--- config.mk ---
export PLATFORM = sky130hd
export DESIGN_NAME = joystick_drive_shaper_flat
export DESIGN_NICKNAME = d
export VERILOG_FILES = /design/src/jds_pkg.sv /design/src/jds_req_if.sv /design/src/jds_rsp_if.sv /design/src/joystick_drive_shaper.sv /design/src/jds_axis.sv /design/src/flat_wrapper.sv
export SDC_FILE = /design/constraint.sdc
export NUM_CORES = 2
export LEC_CHECK = 0
export ABC_CLOCK_PERIOD_IN_PS = 52400
export BUFFER_PORTS_ARGS = -buffer_cell sky130_fd_sc_hd__buf_4
export CAP_MARGIN = 30
export CORE_ASPECT_RATIO = 2
export CORE_MARGIN = 8
export CORE_UTILIZATION = 50
export CTS_CLUSTER_DIAMETER = 30
export DETAILED_ROUTE_END_ITERATION = 10
export HOLD_SLACK_MARGIN = 0.12
export PLACE_DENSITY = 0.77
export SYNTH_ARGS = -nofsm -noshare
export SYNTH_HDL_FRONTEND = slang
export SYNTH_SLANG_ARGS = --single-unit
--- constraint.sdc ---
create_clock -name clock -period 52.4 [get_ports clock]
set_clock_uncertainty 0.05 [all_clocks]
set_input_delay 7.86 -clock clock [delete_from_list [all_inputs] [get_ports clock]]
set_output_delay 7.86 -clock clock [all_outputs]
set_load 0.005 [all_outputs]
--- src/jds_pkg.sv ---
package jds_pkg;

   localparam int SAMPLE_BITS_DEF = 16;

   localparam int CSR_INDEX_BITS = 3;

   localparam logic [CSR_INDEX_BITS-1:0] CSR_DEADBAND         = 3'd0;
   localparam logic [CSR_INDEX_BITS-1:0] CSR_MIN_FORWARD      = 3'd1;
   localparam logic [CSR_INDEX_BITS-1:0] CSR_MIN_TURN         = 3'd2;
   localparam logic [CSR_INDEX_BITS-1:0] CSR_MAX_FORWARD_STEP = 3'd3;
   localparam logic [CSR_INDEX_BITS-1:0] CSR_MAX_TURN_STEP    = 3'd4;

endpackage

--- src/jds_req_if.sv ---
interface jds_req_if import jds_pkg::*; #(
   parameter int SAMPLE_BITS = SAMPLE_BITS_DEF
);
   logic                          valid;
   logic                          ready;
   logic signed [SAMPLE_BITS-1:0] forward_stick;
   logic signed [SAMPLE_BITS-1:0] twist_stick;
   logic                          restart;

   modport source (output valid, output forward_stick, output twist_stick,
                   output restart, input ready);
   modport sink   (input valid, input forward_stick, input twist_stick,
                   input restart, output ready);
endinterface

--- src/jds_rsp_if.sv ---
interface jds_rsp_if import jds_pkg::*; #(
   parameter int SAMPLE_BITS = SAMPLE_BITS_DEF
);
   logic                          valid;
   logic                          ready;
   logic signed [SAMPLE_BITS-1:0] forward_drive;
   logic signed [SAMPLE_BITS-1:0] turn_drive;

   modport source (output valid, output forward_drive, output turn_drive,
                   input ready);
   modport sink   (input valid, input forward_drive, input turn_drive,
                   output ready);
endinterface

--- src/joystick_drive_shaper.sv ---
// Joystick drive shaper: turns forward and twist stick samples (signed Q1.F,
// F = SAMPLE_BITS-1) into forward and turning drive commands.
// req_ch carries one stick sample per transfer; rsp_ch returns exactly one
// drive result per sample, in order. The csr_ port writes the deadband,
// axis minimums and slew steps; write only while no sample is in flight.
// Per axis: twist negated (saturating), signed square with its magnitude rounded half up,
// deadband and minimum, then slew limit against the previous output.
// restart makes both previous outputs count as zero for that sample.
// A sample passes through the input register, one shaping pass with one
// multiplier per axis, and the result register before it reaches rsp_ch.
// Throughput: one sample per cycle unless rsp_ch stalls; the slew state is
// updated as the result register loads, so the next sample sees it directly.
// Reset clears both pipeline stages, the previous outputs (to zero) and
// loads the register defaults. While rsp_ch stalls, the result holds and one
// further sample is still taken into the input register; req_ch.ready then
// drops until the result is transferred.
module joystick_drive_shaper import jds_pkg::*; #(
   parameter int SAMPLE_BITS = SAMPLE_BITS_DEF
) (
   input  logic                      clock,
   input  logic                      reset,
   jds_req_if.sink                   req_ch,
   jds_rsp_if.source                 rsp_ch,
   input  logic                      csr_we,
   input  logic [CSR_INDEX_BITS-1:0] csr_index,
   input  logic [SAMPLE_BITS-2:0]    csr_wdata
);
   localparam int W    = SAMPLE_BITS;
   localparam int FRAC = SAMPLE_BITS - 1;
   localparam logic [63:0] ONE_Q     = 64'd1 << FRAC;
   localparam logic [63:0] DB_RST    = (64'd3 * ONE_Q + 64'd50) / 64'd100;
   localparam logic [63:0] FSTEP_RST = (64'd45 * ONE_Q + 64'd500) / 64'd1000;
   localparam logic [63:0] TSTEP_RST = (64'd8 * ONE_Q + 64'd50) / 64'd100;

   logic [FRAC-1:0] deadband_ff, deadband_in;
   logic [FRAC-1:0] min_forward_ff, min_forward_in;
   logic [FRAC-1:0] min_turn_ff, min_turn_in;
   logic [FRAC-1:0] fwd_step_ff, fwd_step_in;
   logic [FRAC-1:0] turn_step_ff, turn_step_in;

   logic                s1_vld_ff, s1_vld_in;
   logic signed [W-1:0] s1_fwd_ff, s1_fwd_in;
   logic signed [W-1:0] s1_twist_ff, s1_twist_in;
   logic                s1_restart_ff, s1_restart_in;

   logic                out_vld_ff, out_vld_in;
   logic signed [W-1:0] out_fwd_ff, out_fwd_in;
   logic signed [W-1:0] out_turn_ff, out_turn_in;
   logic signed [W-1:0] last_fwd_ff, last_fwd_in;
   logic signed [W-1:0] last_turn_ff, last_turn_in;

   logic                accept;
   logic                advance;
   logic signed [W-1:0] twist_neg;
   logic signed [W-1:0] prev_fwd;
   logic signed [W-1:0] prev_turn;
   logic signed [W-1:0] fwd_drive;
   logic signed [W-1:0] turn_drive;

   // configuration registers
   always_comb begin
      deadband_in    = deadband_ff;
      min_forward_in = min_forward_ff;
      min_turn_in    = min_turn_ff;
      fwd_step_in    = fwd_step_ff;
      turn_step_in   = turn_step_ff;
      if (csr_we) begin
         unique case (csr_index)
            CSR_DEADBAND:         deadband_in    = csr_wdata;
            CSR_MIN_FORWARD:      min_forward_in = csr_wdata;
            CSR_MIN_TURN:         min_turn_in    = csr_wdata;
            CSR_MAX_FORWARD_STEP: fwd_step_in    = csr_wdata;
            CSR_MAX_TURN_STEP:    turn_step_in   = csr_wdata;
            default:              deadband_in    = deadband_ff;
         endcase
      end
   end

   always_ff @(posedge clock) begin
      if (reset) begin
         deadband_ff    <= DB_RST[FRAC-1:0];
         min_forward_ff <= '0;
         min_turn_ff    <= '0;
         fwd_step_ff    <= FSTEP_RST[FRAC-1:0];
         turn_step_ff   <= TSTEP_RST[FRAC-1:0];
      end else begin
         deadband_ff    <= deadband_in;
         min_forward_ff <= min_forward_in;
         min_turn_ff    <= min_turn_in;
         fwd_step_ff    <= fwd_step_in;
         turn_step_ff   <= turn_step_in;
      end
   end

   // handshake
   assign advance      = s1_vld_ff && (!out_vld_ff || rsp_ch.ready);
   assign req_ch.ready = !s1_vld_ff || advance;
   assign accept       = req_ch.valid && req_ch.ready;

   assign s1_vld_in     = accept || (s1_vld_ff && !advance);
   assign s1_fwd_in     = accept ? req_ch.forward_stick : s1_fwd_ff;
   assign s1_twist_in   = accept ? req_ch.twist_stick : s1_twist_ff;
   assign s1_restart_in = accept ? req_ch.restart : s1_restart_ff;

   // shaping pass
   assign twist_neg = (s1_twist_ff == {1'b1, {FRAC{1'b0}}}) ?
                      $signed({1'b0, {FRAC{1'b1}}}) : -s1_twist_ff;
   assign prev_fwd  = s1_restart_ff ? '0 : last_fwd_ff;
   assign prev_turn = s1_restart_ff ? '0 : last_turn_ff;

   jds_axis #(.SAMPLE_BITS(SAMPLE_BITS)) u_axis_fwd (
      .sample   (s1_fwd_ff),
      .prev     (prev_fwd),
      .deadband (deadband_ff),
      .minimum  (min_forward_ff),
      .step     (fwd_step_ff),
      .drive    (fwd_drive)
   );

   jds_axis #(.SAMPLE_BITS(SAMPLE_BITS)) u_axis_turn (
      .sample   (twist_neg),
      .prev     (prev_turn),
      .deadband (deadband_ff),
      .minimum  (min_turn_ff),
      .step     (turn_step_ff),
      .drive    (turn_drive)
   );

   assign out_vld_in   = advance || (out_vld_ff && !rsp_ch.ready);
   assign out_fwd_in   = advance ? fwd_drive : out_fwd_ff;
   assign out_turn_in  = advance ? turn_drive : out_turn_ff;
   assign last_fwd_in  = advance ? fwd_drive : last_fwd_ff;
   assign last_turn_in = advance ? turn_drive : last_turn_ff;

   always_ff @(posedge clock) begin
      if (reset) begin
         s1_vld_ff    <= 1'b0;
         out_vld_ff   <= 1'b0;
         last_fwd_ff  <= '0;
         last_turn_ff <= '0;
      end else begin
         s1_vld_ff    <= s1_vld_in;
         out_vld_ff   <= out_vld_in;
         last_fwd_ff  <= last_fwd_in;
         last_turn_ff <= last_turn_in;
      end
   end

   always_ff @(posedge clock) begin
      s1_fwd_ff     <= s1_fwd_in;
      s1_twist_ff   <= s1_twist_in;
      s1_restart_ff <= s1_restart_in;
      out_fwd_ff    <= out_fwd_in;
      out_turn_ff   <= out_turn_in;
   end

   assign rsp_ch.valid         = out_vld_ff;
   assign rsp_ch.forward_drive = out_fwd_ff;
   assign rsp_ch.turn_drive    = out_turn_ff;
endmodule

--- src/jds_axis.sv ---
module jds_axis import jds_pkg::*; #(
   parameter int SAMPLE_BITS = SAMPLE_BITS_DEF
) (
   input  logic signed [SAMPLE_BITS-1:0] sample,
   input  logic signed [SAMPLE_BITS-1:0] prev,
   input  logic        [SAMPLE_BITS-2:0] deadband,
   input  logic        [SAMPLE_BITS-2:0] minimum,
   input  logic        [SAMPLE_BITS-2:0] step,
   output logic signed [SAMPLE_BITS-1:0] drive
);
   localparam int W    = SAMPLE_BITS;
   localparam int FRAC = SAMPLE_BITS - 1;
   localparam logic [2*W-1:0] RND = (2*W)'(1) << (FRAC - 1);

   logic                neg;
   logic [W-1:0]        mag;
   logic [2*W-1:0]      sq;
   logic [2*W-1:0]      sq_rnd;
   logic [W:0]          q;
   logic [FRAC-1:0]     q_sat;
   logic [FRAC-1:0]     mag_shaped;
   logic signed [W-1:0] shaped;
   logic signed [W:0]   shaped_x;
   logic signed [W:0]   prev_x;
   logic signed [W:0]   step_x;
   logic signed [W:0]   lim;

   assign neg    = sample[W-1];
   assign mag    = neg ? (W)'(-sample) : sample;
   assign sq     = {{W{1'b0}}, mag} * {{W{1'b0}}, mag};
   assign sq_rnd = sq + RND;
   assign q      = sq_rnd[2*W-1:FRAC];
   // only the most negative input squares past full scale
   assign q_sat  = (q[W:FRAC] != '0) ? {FRAC{1'b1}} : q[FRAC-1:0];

   always_comb begin
      priority if (q_sat <= deadband) begin
         mag_shaped = '0;
      end else if (q_sat < minimum) begin
         mag_shaped = minimum;
      end else begin
         mag_shaped = q_sat;
      end
   end

   assign shaped   = neg ? -$signed({1'b0, mag_shaped}) : $signed({1'b0, mag_shaped});
   assign shaped_x = $signed({shaped[W-1], shaped});
   assign prev_x   = $signed({prev[W-1], prev});
   assign step_x   = $signed({2'b00, step});

   // result stays between prev and shaped, so truncation is safe
   always_comb begin
      priority if (prev_x - shaped_x > step_x) begin
         lim = prev_x - step_x;
      end else if (shaped_x - prev_x > step_x) begin
         lim = prev_x + step_x;
      end else begin
         lim = shaped_x;
      end
   end

   assign drive = lim[W-1:0];
endmodule

--- src/flat_wrapper.sv ---
// flat-port wrapper written by rule: the top's interface ports become plain ports
module joystick_drive_shaper_flat import jds_pkg::*;
#(
   parameter int SAMPLE_BITS = SAMPLE_BITS_DEF
)
  (clock, reset, csr_we, csr_index, csr_wdata, req_ch_valid, req_ch_forward_stick, req_ch_twist_stick, req_ch_restart, req_ch_ready, rsp_ch_valid, rsp_ch_forward_drive, rsp_ch_turn_drive, rsp_ch_ready);
  jds_req_if #(.SAMPLE_BITS(SAMPLE_BITS)) req_ch_i ();
  jds_rsp_if #(.SAMPLE_BITS(SAMPLE_BITS)) rsp_ch_i ();
  input  logic clock;
  input  logic reset;
  input  logic csr_we;
  input  logic [CSR_INDEX_BITS-1:0] csr_index;
  input  logic [SAMPLE_BITS-2:0] csr_wdata;
  input wire logic [$bits(req_ch_i.valid)-1:0] req_ch_valid;
  input wire logic [$bits(req_ch_i.forward_stick)-1:0] req_ch_forward_stick;
  input wire logic [$bits(req_ch_i.twist_stick)-1:0] req_ch_twist_stick;
  input wire logic [$bits(req_ch_i.restart)-1:0] req_ch_restart;
  output wire logic [$bits(req_ch_i.ready)-1:0] req_ch_ready;
  output wire logic [$bits(rsp_ch_i.valid)-1:0] rsp_ch_valid;
  output wire logic [$bits(rsp_ch_i.forward_drive)-1:0] rsp_ch_forward_drive;
  output wire logic [$bits(rsp_ch_i.turn_drive)-1:0] rsp_ch_turn_drive;
  input wire logic [$bits(rsp_ch_i.ready)-1:0] rsp_ch_ready;
  assign req_ch_i.valid = req_ch_valid;
  assign req_ch_i.forward_stick = req_ch_forward_stick;
  assign req_ch_i.twist_stick = req_ch_twist_stick;
  assign req_ch_i.restart = req_ch_restart;
  assign req_ch_ready = req_ch_i.ready;
  assign rsp_ch_valid = rsp_ch_i.valid;
  assign rsp_ch_forward_drive = rsp_ch_i.forward_drive;
  assign rsp_ch_turn_drive = rsp_ch_i.turn_drive;
  assign rsp_ch_i.ready = rsp_ch_ready;
  joystick_drive_shaper #(.SAMPLE_BITS(SAMPLE_BITS)) u_core (.clock(clock), .reset(reset), .req_ch(req_ch_i), .rsp_ch(rsp_ch_i), .csr_we(csr_we), .csr_index(csr_index), .csr_wdata(csr_wdata));
endmodule
[Word level (Yosys, flattened, before mapping)]
Cells that the tools add are included.
Widths: inputs -> output; s select.
Storage, ports and cells
  flip-flop bits (word level): 174
  output and inout port bits: 34
  bits in latches: 0
  ROM bits: 0
  RAM bits: 0
  memories: 0
Operators by class
  eq/ne operators: 5
  multiply operators: 2
  divide/modulo/power cells: 0
  reduce and logical (&&, ||, !) cells: 20
  bitwise gates (word level): 0
  mux-type cells: 17
  $lt $le $gt $ge: 8
  add/subtract/negate cells: 15
  shift operators: 0
Operators by type and width (count)
  $mux 16: 11
  $mux 15: 6
  $gt 17x16->1: 4
  $sub 16x16->17: 4
  $add 32x15->32 const B: 2
  $mul 16x16->32: 2
  $neg 16->16: 3
  $add 16x16->16: 2
  $neg 15->16: 2
  $sub 16x16->16: 2
  $le 15x15->1: 2
  $lt 15x15->1: 2
  $eq 16x16->1 const B: 1
  $reduce_and 2->1: 5
  $eq 3x2->1 const B: 2
  $logic_and 1x1->1: 4
  $logic_not 1->1: 4
  $logic_or 1x1->1: 4
  $reduce_bool 2->1: 2
  $eq 3x1->1 const B: 1
  $eq 3x3->1 const B: 1
  $logic_not 3->1: 1

[Longest topological paths before layout]
  depth after elaboration: 17
  gate-level depth with buffers: 82
  mapped depth without buffers: 75

[Modules after synthesis]
From an unflattened synthesis, not the netlist that was laid out.
Second synthesis, totals
  cells, all modules: 3946
  area total of the unflattened synthesis: 32331.0 um2
By module, submodules not included
  jds_axis at u_core.u_axis_fwd: times used 1, cells an instance 1658, area each 13061.3 um2
  jds_axis at u_core.u_axis_turn: times used 1, cells an instance 1647, area each 12869.8 um2
  joystick_drive_shaper: times used 1, cells an instance 641, area each 6399.9 um2

[Least setup slack after synthesis]
OpenSTA, ideal clock, no wires.
  kind: register to register
  start: register u_core.s1_twist_ff[0]
  end: register u_core.last_turn_ff[12]
  path slack: 35.191 ns
  data arrival time: 17.031 ns
  stages on the path, launching flop included: 76
  setup time: 0.128 ns
  cell sequence: edfxtp_1 -> clkbuf_1 -> inv_1 -> ha_1 -> nor3b_1 -> nand2_1 -> nor3_1 -> nor2_1 -> clkbuf_1 -> ha_1 -> and3_1 -> a31o_2 -> nand3b_1 -> o21ai_0 -> xor2_1 -> clkinv_1 -> nand2_1 -> fa_1 -> [... 40 more ...] -> o211ai_1 -> nor2_1 -> nor2_1 -> nor2_1 -> xnor2_1 -> ha_1 -> a21o_1 -> a211o_1 -> o21ai_0 -> a2111oi_0 -> o31ai_1 -> clkbuf_1 -> a21bo_2 -> clkbuf_1 -> a21oi_1 -> a2bb2oi_1 -> o32a_1 -> o31ai_1
On the way
  cells in the longest elaborated chain, start to end: 17
Ends and longest elaborated chain
  from (decl): line joystick_drive_shaper.sv:43  | logic signed [W-1:0] s1_twist_ff, s1_twist_in;
  from (signal assigned): line joystick_drive_shaper.sv:151  | s1_twist_ff <= s1_twist_in;
  $neg 16->16 / $eq 16x16->1 (equally long branches): line joystick_drive_shaper.sv:107, joystick_drive_shaper.sv:106
  $mux 16 *: line joystick_drive_shaper.sv:106  | assign twist_neg = (s1_twist_ff == {1'b1, {FRAC{1'b0}}}) ?
  $neg 16->16: line jds_axis.sv:29  | assign mag = neg ? (W)'(-sample) : sample;
  $mux 16: line jds_axis.sv:29
  $mul 16x16->32: line jds_axis.sv:30  | assign sq = {{W{1'b0}}, mag} * {{W{1'b0}}, mag};
  $add 32x15->32: line jds_axis.sv:31  | assign sq_rnd = sq + RND;
  $reduce_bool 2->1: line jds_axis.sv:34  | assign q_sat = (q[W:FRAC] != '0) ? {FRAC{1'b1}} : q[FRAC-1:0];
  $mux 15: line jds_axis.sv:34
  $lt 15x15->1: line jds_axis.sv:39  | end else if (q_sat < minimum) begin
  $mux 15: line jds_axis.sv:39
  $mux 15: line jds_axis.sv:37  | priority if (q_sat <= deadband) begin
  $neg 15->16: line jds_axis.sv:46  | assign shaped = neg ? -$signed({1'b0, mag_shaped}) : $signed({1'b0, mag_shaped});
  $mux 16 *: line jds_axis.sv:46
  $sub 16x16->17: line jds_axis.sv:55  | end else if (shaped_x - prev_x > step_x) begin
  $gt 17x16->1: line jds_axis.sv:55
  $mux 16: line jds_axis.sv:55
  $mux 16 *: line jds_axis.sv:53  | priority if (prev_x - shaped_x > step_x) begin
  to (signal assigned): line joystick_drive_shaper.sv:145  | last_turn_ff <= last_turn_in;
  to (decl): line joystick_drive_shaper.sv:50  | logic signed [W-1:0] last_turn_ff, last_turn_in;
Mark *: on every way between the ends. The rest lies on a longest branch, timed or not.
A chain may end at the register's enable or synchronous reset.

[Worst setup path after layout]
  start: register u_core.s1_twist_ff[0]
  end: register u_core.out_turn_ff[15], in the netlist u_core.rsp_ch.turn_drive[15] (data pin)
On the way
  cells in the longest elaborated chain, start to end: 17
Ends and longest elaborated chain
  $neg 16->16 / $eq 16x16->1 (equally long branches): line joystick_drive_shaper.sv:107, joystick_drive_shaper.sv:106
  $mux 16 *: line joystick_drive_shaper.sv:106
  $neg 16->16: line jds_axis.sv:29
  $mux 16: line jds_axis.sv:29
  $mul 16x16->32: line jds_axis.sv:30
  $add 32x15->32: line jds_axis.sv:31
  $reduce_bool 2->1: line jds_axis.sv:34
  $mux 15: line jds_axis.sv:34
  [... 2 more ...]
  $mux 15: line jds_axis.sv:37
  $neg 15->16: line jds_axis.sv:46
  $mux 16 *: line jds_axis.sv:46
  $sub 16x16->17: line jds_axis.sv:55
  $gt 17x16->1: line jds_axis.sv:55
  $mux 16: line jds_axis.sv:55
  $mux 16 *: line jds_axis.sv:53
  net u_core.turn_drive[15]: line joystick_drive_shaper.sv:58  | logic signed [W-1:0] turn_drive;
  to (signal assigned): line joystick_drive_shaper.sv:154  | out_turn_ff <= out_turn_in;
  to (decl): line joystick_drive_shaper.sv:48  | logic signed [W-1:0] out_turn_ff, out_turn_in;
Mark *: on every way through the listed nets, which the timed path passes. The rest lies on a longest branch.

==> impl_metrics.yaml <==
yosys:
  synth_area_sq_um: 31980
  yosysWarnings: 0
  synth_ff_type: "dfxtp_1"
  synth_area_per_cell_sq_um: 8.189
  ys_seq_area_frac: 0.1293
  ys_ff_latch: 174
  synthArstFlopShare: 0
  syn_inst: 3905
  synth-edff-count: 65
  synth_cell_types: 99
cts:
  post_cts_resized: 0
  root_buffer: "clkbuf_16"
  cts.clk_slew.worst_paths_ns: 0.08
  cts_made_buffers: 17
  htreeDepth: 4
  clock_latency_ns: 0.49
  cts_tree: "yes"
  cts_hold_buf: 0
  post_cts_buffers: 0
  cts_buffer_depth: 2
  cts_sinks: 174
layout:
  syn2layout_area_growth_pct: 6.784
  final-seq-area_sq_um: 4134
  fin_nets: 4801
  final_layout_size_suffix_gt1_frac: 0.05318
  layout_commonest_cell: "inv_1"
  final_cell_mix: "inv_1, ha_1, nand2_1"
  multi_input_area_sq_um: 24810
  num_antenna_cells: 0
  fillers: 5963
route:
  dr.first_iter.drc_count: 1689
  antenna_left: 0
  dr.pass1.iters: 6
  finalWirelength_mm: 103.6
  avgRoutedWirePerCell_microns: 21.73
  vias: 28760
  drt-vias-per-instance: 6.034
  drc: 0
global_routing:
  grt_max_degree: 71
  grt.overflow.total: 0
  grt_pass1_wl_mm: 160.1
  grt_antenna_before_repair: 2
  first_global_vias: 30390
  track_usage: 0.2821
setup_path:
  arrival_ns: 21.03
  cp-start-kind: "register"
  critPathCaptureType: "register"
  slowest_delay_ns: 0.65
  crit_type: "register to register"
  worstRegToRegCells: 69
  critPathLaunch: "u_core.s1_twist_ff[0]"
  worstPathRequired_ns: 52.58
  crit_slowest_cell: "nor2_1"
  r2r-start: "u_core.s1_twist_ff[0]"
  reg2reg_to: "u_core.rsp_ch.turn_drive[15]"
  crit_end: "u_core.rsp_ch.turn_drive[15]"
  critPathMaxFanout: 20
  regToRegSetupSlack_ns: 31.55
floorplanning:
  dieArea_sq_um: 72800
  io_pins: 90
  start_util: 0.5029
  die_h_microns: 373.7
  num_rows: 131
  fp.dieW_microns: 194.8
  coreArea_sq_um: 63600
sta:
  fmax_ghz: 0.04797
  tightest_slew_ns: 1.072
  fin_crit_ns: 20.85
  rsz0062_at_grt: "no"
  slew_headroom: 0.2826
  hold_viol: 0
  tns_ns: 0
  slew_violations: 0
  post-route-period-util: 0.3978
  setup_violations: 0
worst_hold_path:
  min_path_type: "register to register"
placement:
  portBuffers: 89
  place.gp.congestion: 1.022
  hpwl_mm: 84.90
flow_run:
  cap_violations: 0
status:
  status: "complete, no violations"
[critical path: cells and delay by family (launching register included)]
family / cells / cell delay [ns]
AND/OR/NAND/NOR: 24 / 6.86
adder cells (fa/ha/maj): 13 / 5.46
AO/OA/AOI/OAI: 20 / 5.14
buffers and inverters: 9 / 1.56
XOR/XNOR: 3 / 0.84
flip-flops: 1 / 0.63
[stage by stage]
step	instance area [sq um]	setup slack [ns]	std cells	hold WS (ns)	utilization
after CTS	34150	31.95	4766	0.4076	0.5370
after floorplan	32060	35.19	3926	0.3863	-
final	34150	31.55	4766	0.4085	0.5370
after global routing	34150	30.09	4766	0.4277	0.5370
after detailed placement	33580	32.03	4734	0.3967	0.5280
after global placement	33520	32.71	4728	0.3927	0.5270
[cell families (layout without fill, tap and decap cells)]
| family | count (synthesis) | count (layout) | share of synthesized area |
|---|---|---|---|
| adders and majority gates | 790 | 790 | 0.3875 |
| AOI/OAI and AO/OA | 852 | 852 | 0.1781 |
| DFF | 174 | 174 | 0.1293 |
| xor gates and xnor gates | 148 | 148 | 0.04124 |
| and+or+nand+nor | 1095 | 1095 | 0.1610 |
| other | 2 | 23 | 0.0002348 |
| buffers and inverters | 828 | 870 | 0.09762 |
| muxes | 16 | 16 | 0.005125 |
[how the worst min path moves through the flow]
stage               slack [ns]                      to                   start  depth (start not counted)
finish                    0.41   u_core.deadband_ff[5]   u_core.deadband_ff[5]                          2
global route              0.43   u_core.last_fwd_ff[5]   u_core.last_fwd_ff[5]                          2
floorplan                 0.39  u_core.deadband_ff[10]  u_core.deadband_ff[10]                          2
CTS                       0.41   u_core.deadband_ff[5]   u_core.deadband_ff[5]                          2
detailed placement        0.40   u_core.deadband_ff[5]   u_core.deadband_ff[5]                          2
global placement          0.39   u_core.deadband_ff[3]   u_core.deadband_ff[3]                          2
[synth_stat cells (32+ instances only)]
| cell type | instances | area share |
|---|---|---|
| nand2b_1 | 69 | 0.013 |
| ha_1 | 456 | 0.18 |
| edfxtp_1 | 65 | 0.061 |
| o211ai_1 | 46 | 0.011 |
| fa_1 | 334 | 0.21 |
| xor2_1 | 49 | 0.013 |
| nand3_1 | 56 | 0.0088 |
| o21ai_0 | 125 | 0.020 |
| inv_1 | 695 | 0.082 |
| nand2_1 | 368 | 0.043 |
| a31oi_1 | 32 | 0.0063 |
| a21oi_1 | 237 | 0.037 |
| dfxtp_1 | 109 | 0.068 |
| nor3_1 | 70 | 0.011 |
| a211oi_1 | 39 | 0.0092 |
| nand4_1 | 39 | 0.0076 |
| xnor2_1 | 96 | 0.026 |
| clkbuf_1 | 106 | 0.012 |
| a21o_1 | 86 | 0.020 |
| nor2_1 | 301 | 0.035 |
| o21a_1 | 36 | 0.0085 |
[sequential cells by signal (all words and copies together), names as in the netlist]
name,flops
u_core.min_forward_ff,15
u_core.last_turn_ff,16
u_core.min_turn_ff,15
u_core.rsp_ch.turn_drive,16
u_core.s1_vld_ff,1
u_core.fwd_step_ff,15
u_core.rsp_ch.forward_drive,16
u_core.rsp_ch.valid,1
u_core.last_fwd_ff,16
u_core.deadband_ff,15
u_core.turn_step_ff,15
u_core.s1_fwd_ff,16
u_core.s1_restart_ff,1
u_core.s1_twist_ff,16
[metal layers]
| layer | global-route usage | vias to the layer above | part of all wire |
|---|---|---|---|
| li1 | - | 13170 | - |
| met1 | 0.2549 | 13810 | 0.32 |
| met2 | 0.5205 | 1198 | 0.51 |
| met3 | 0.04246 | 573 | 0.055 |
| met4 | 0.2799 | 4 | 0.11 |
| met5 | 0 | - | 0.00025 |
[layout make-up]
type / count / share of cell area
Sequential cell: 174 / 0.1211
Inverter: 712 / 0.07826
Clock buffer: 19 / 0.01268
Timing Repair Buffer: 126 / 0.02818
Tap cell: 798 / 0.02924
Clock inverter: 13 / 0.003994
Multi-Input combinational cell: 2924 / 0.7266
Power is not shown: default switching activity piles up to over one toggle a cycle in this logic, so the estimate is an artifact.
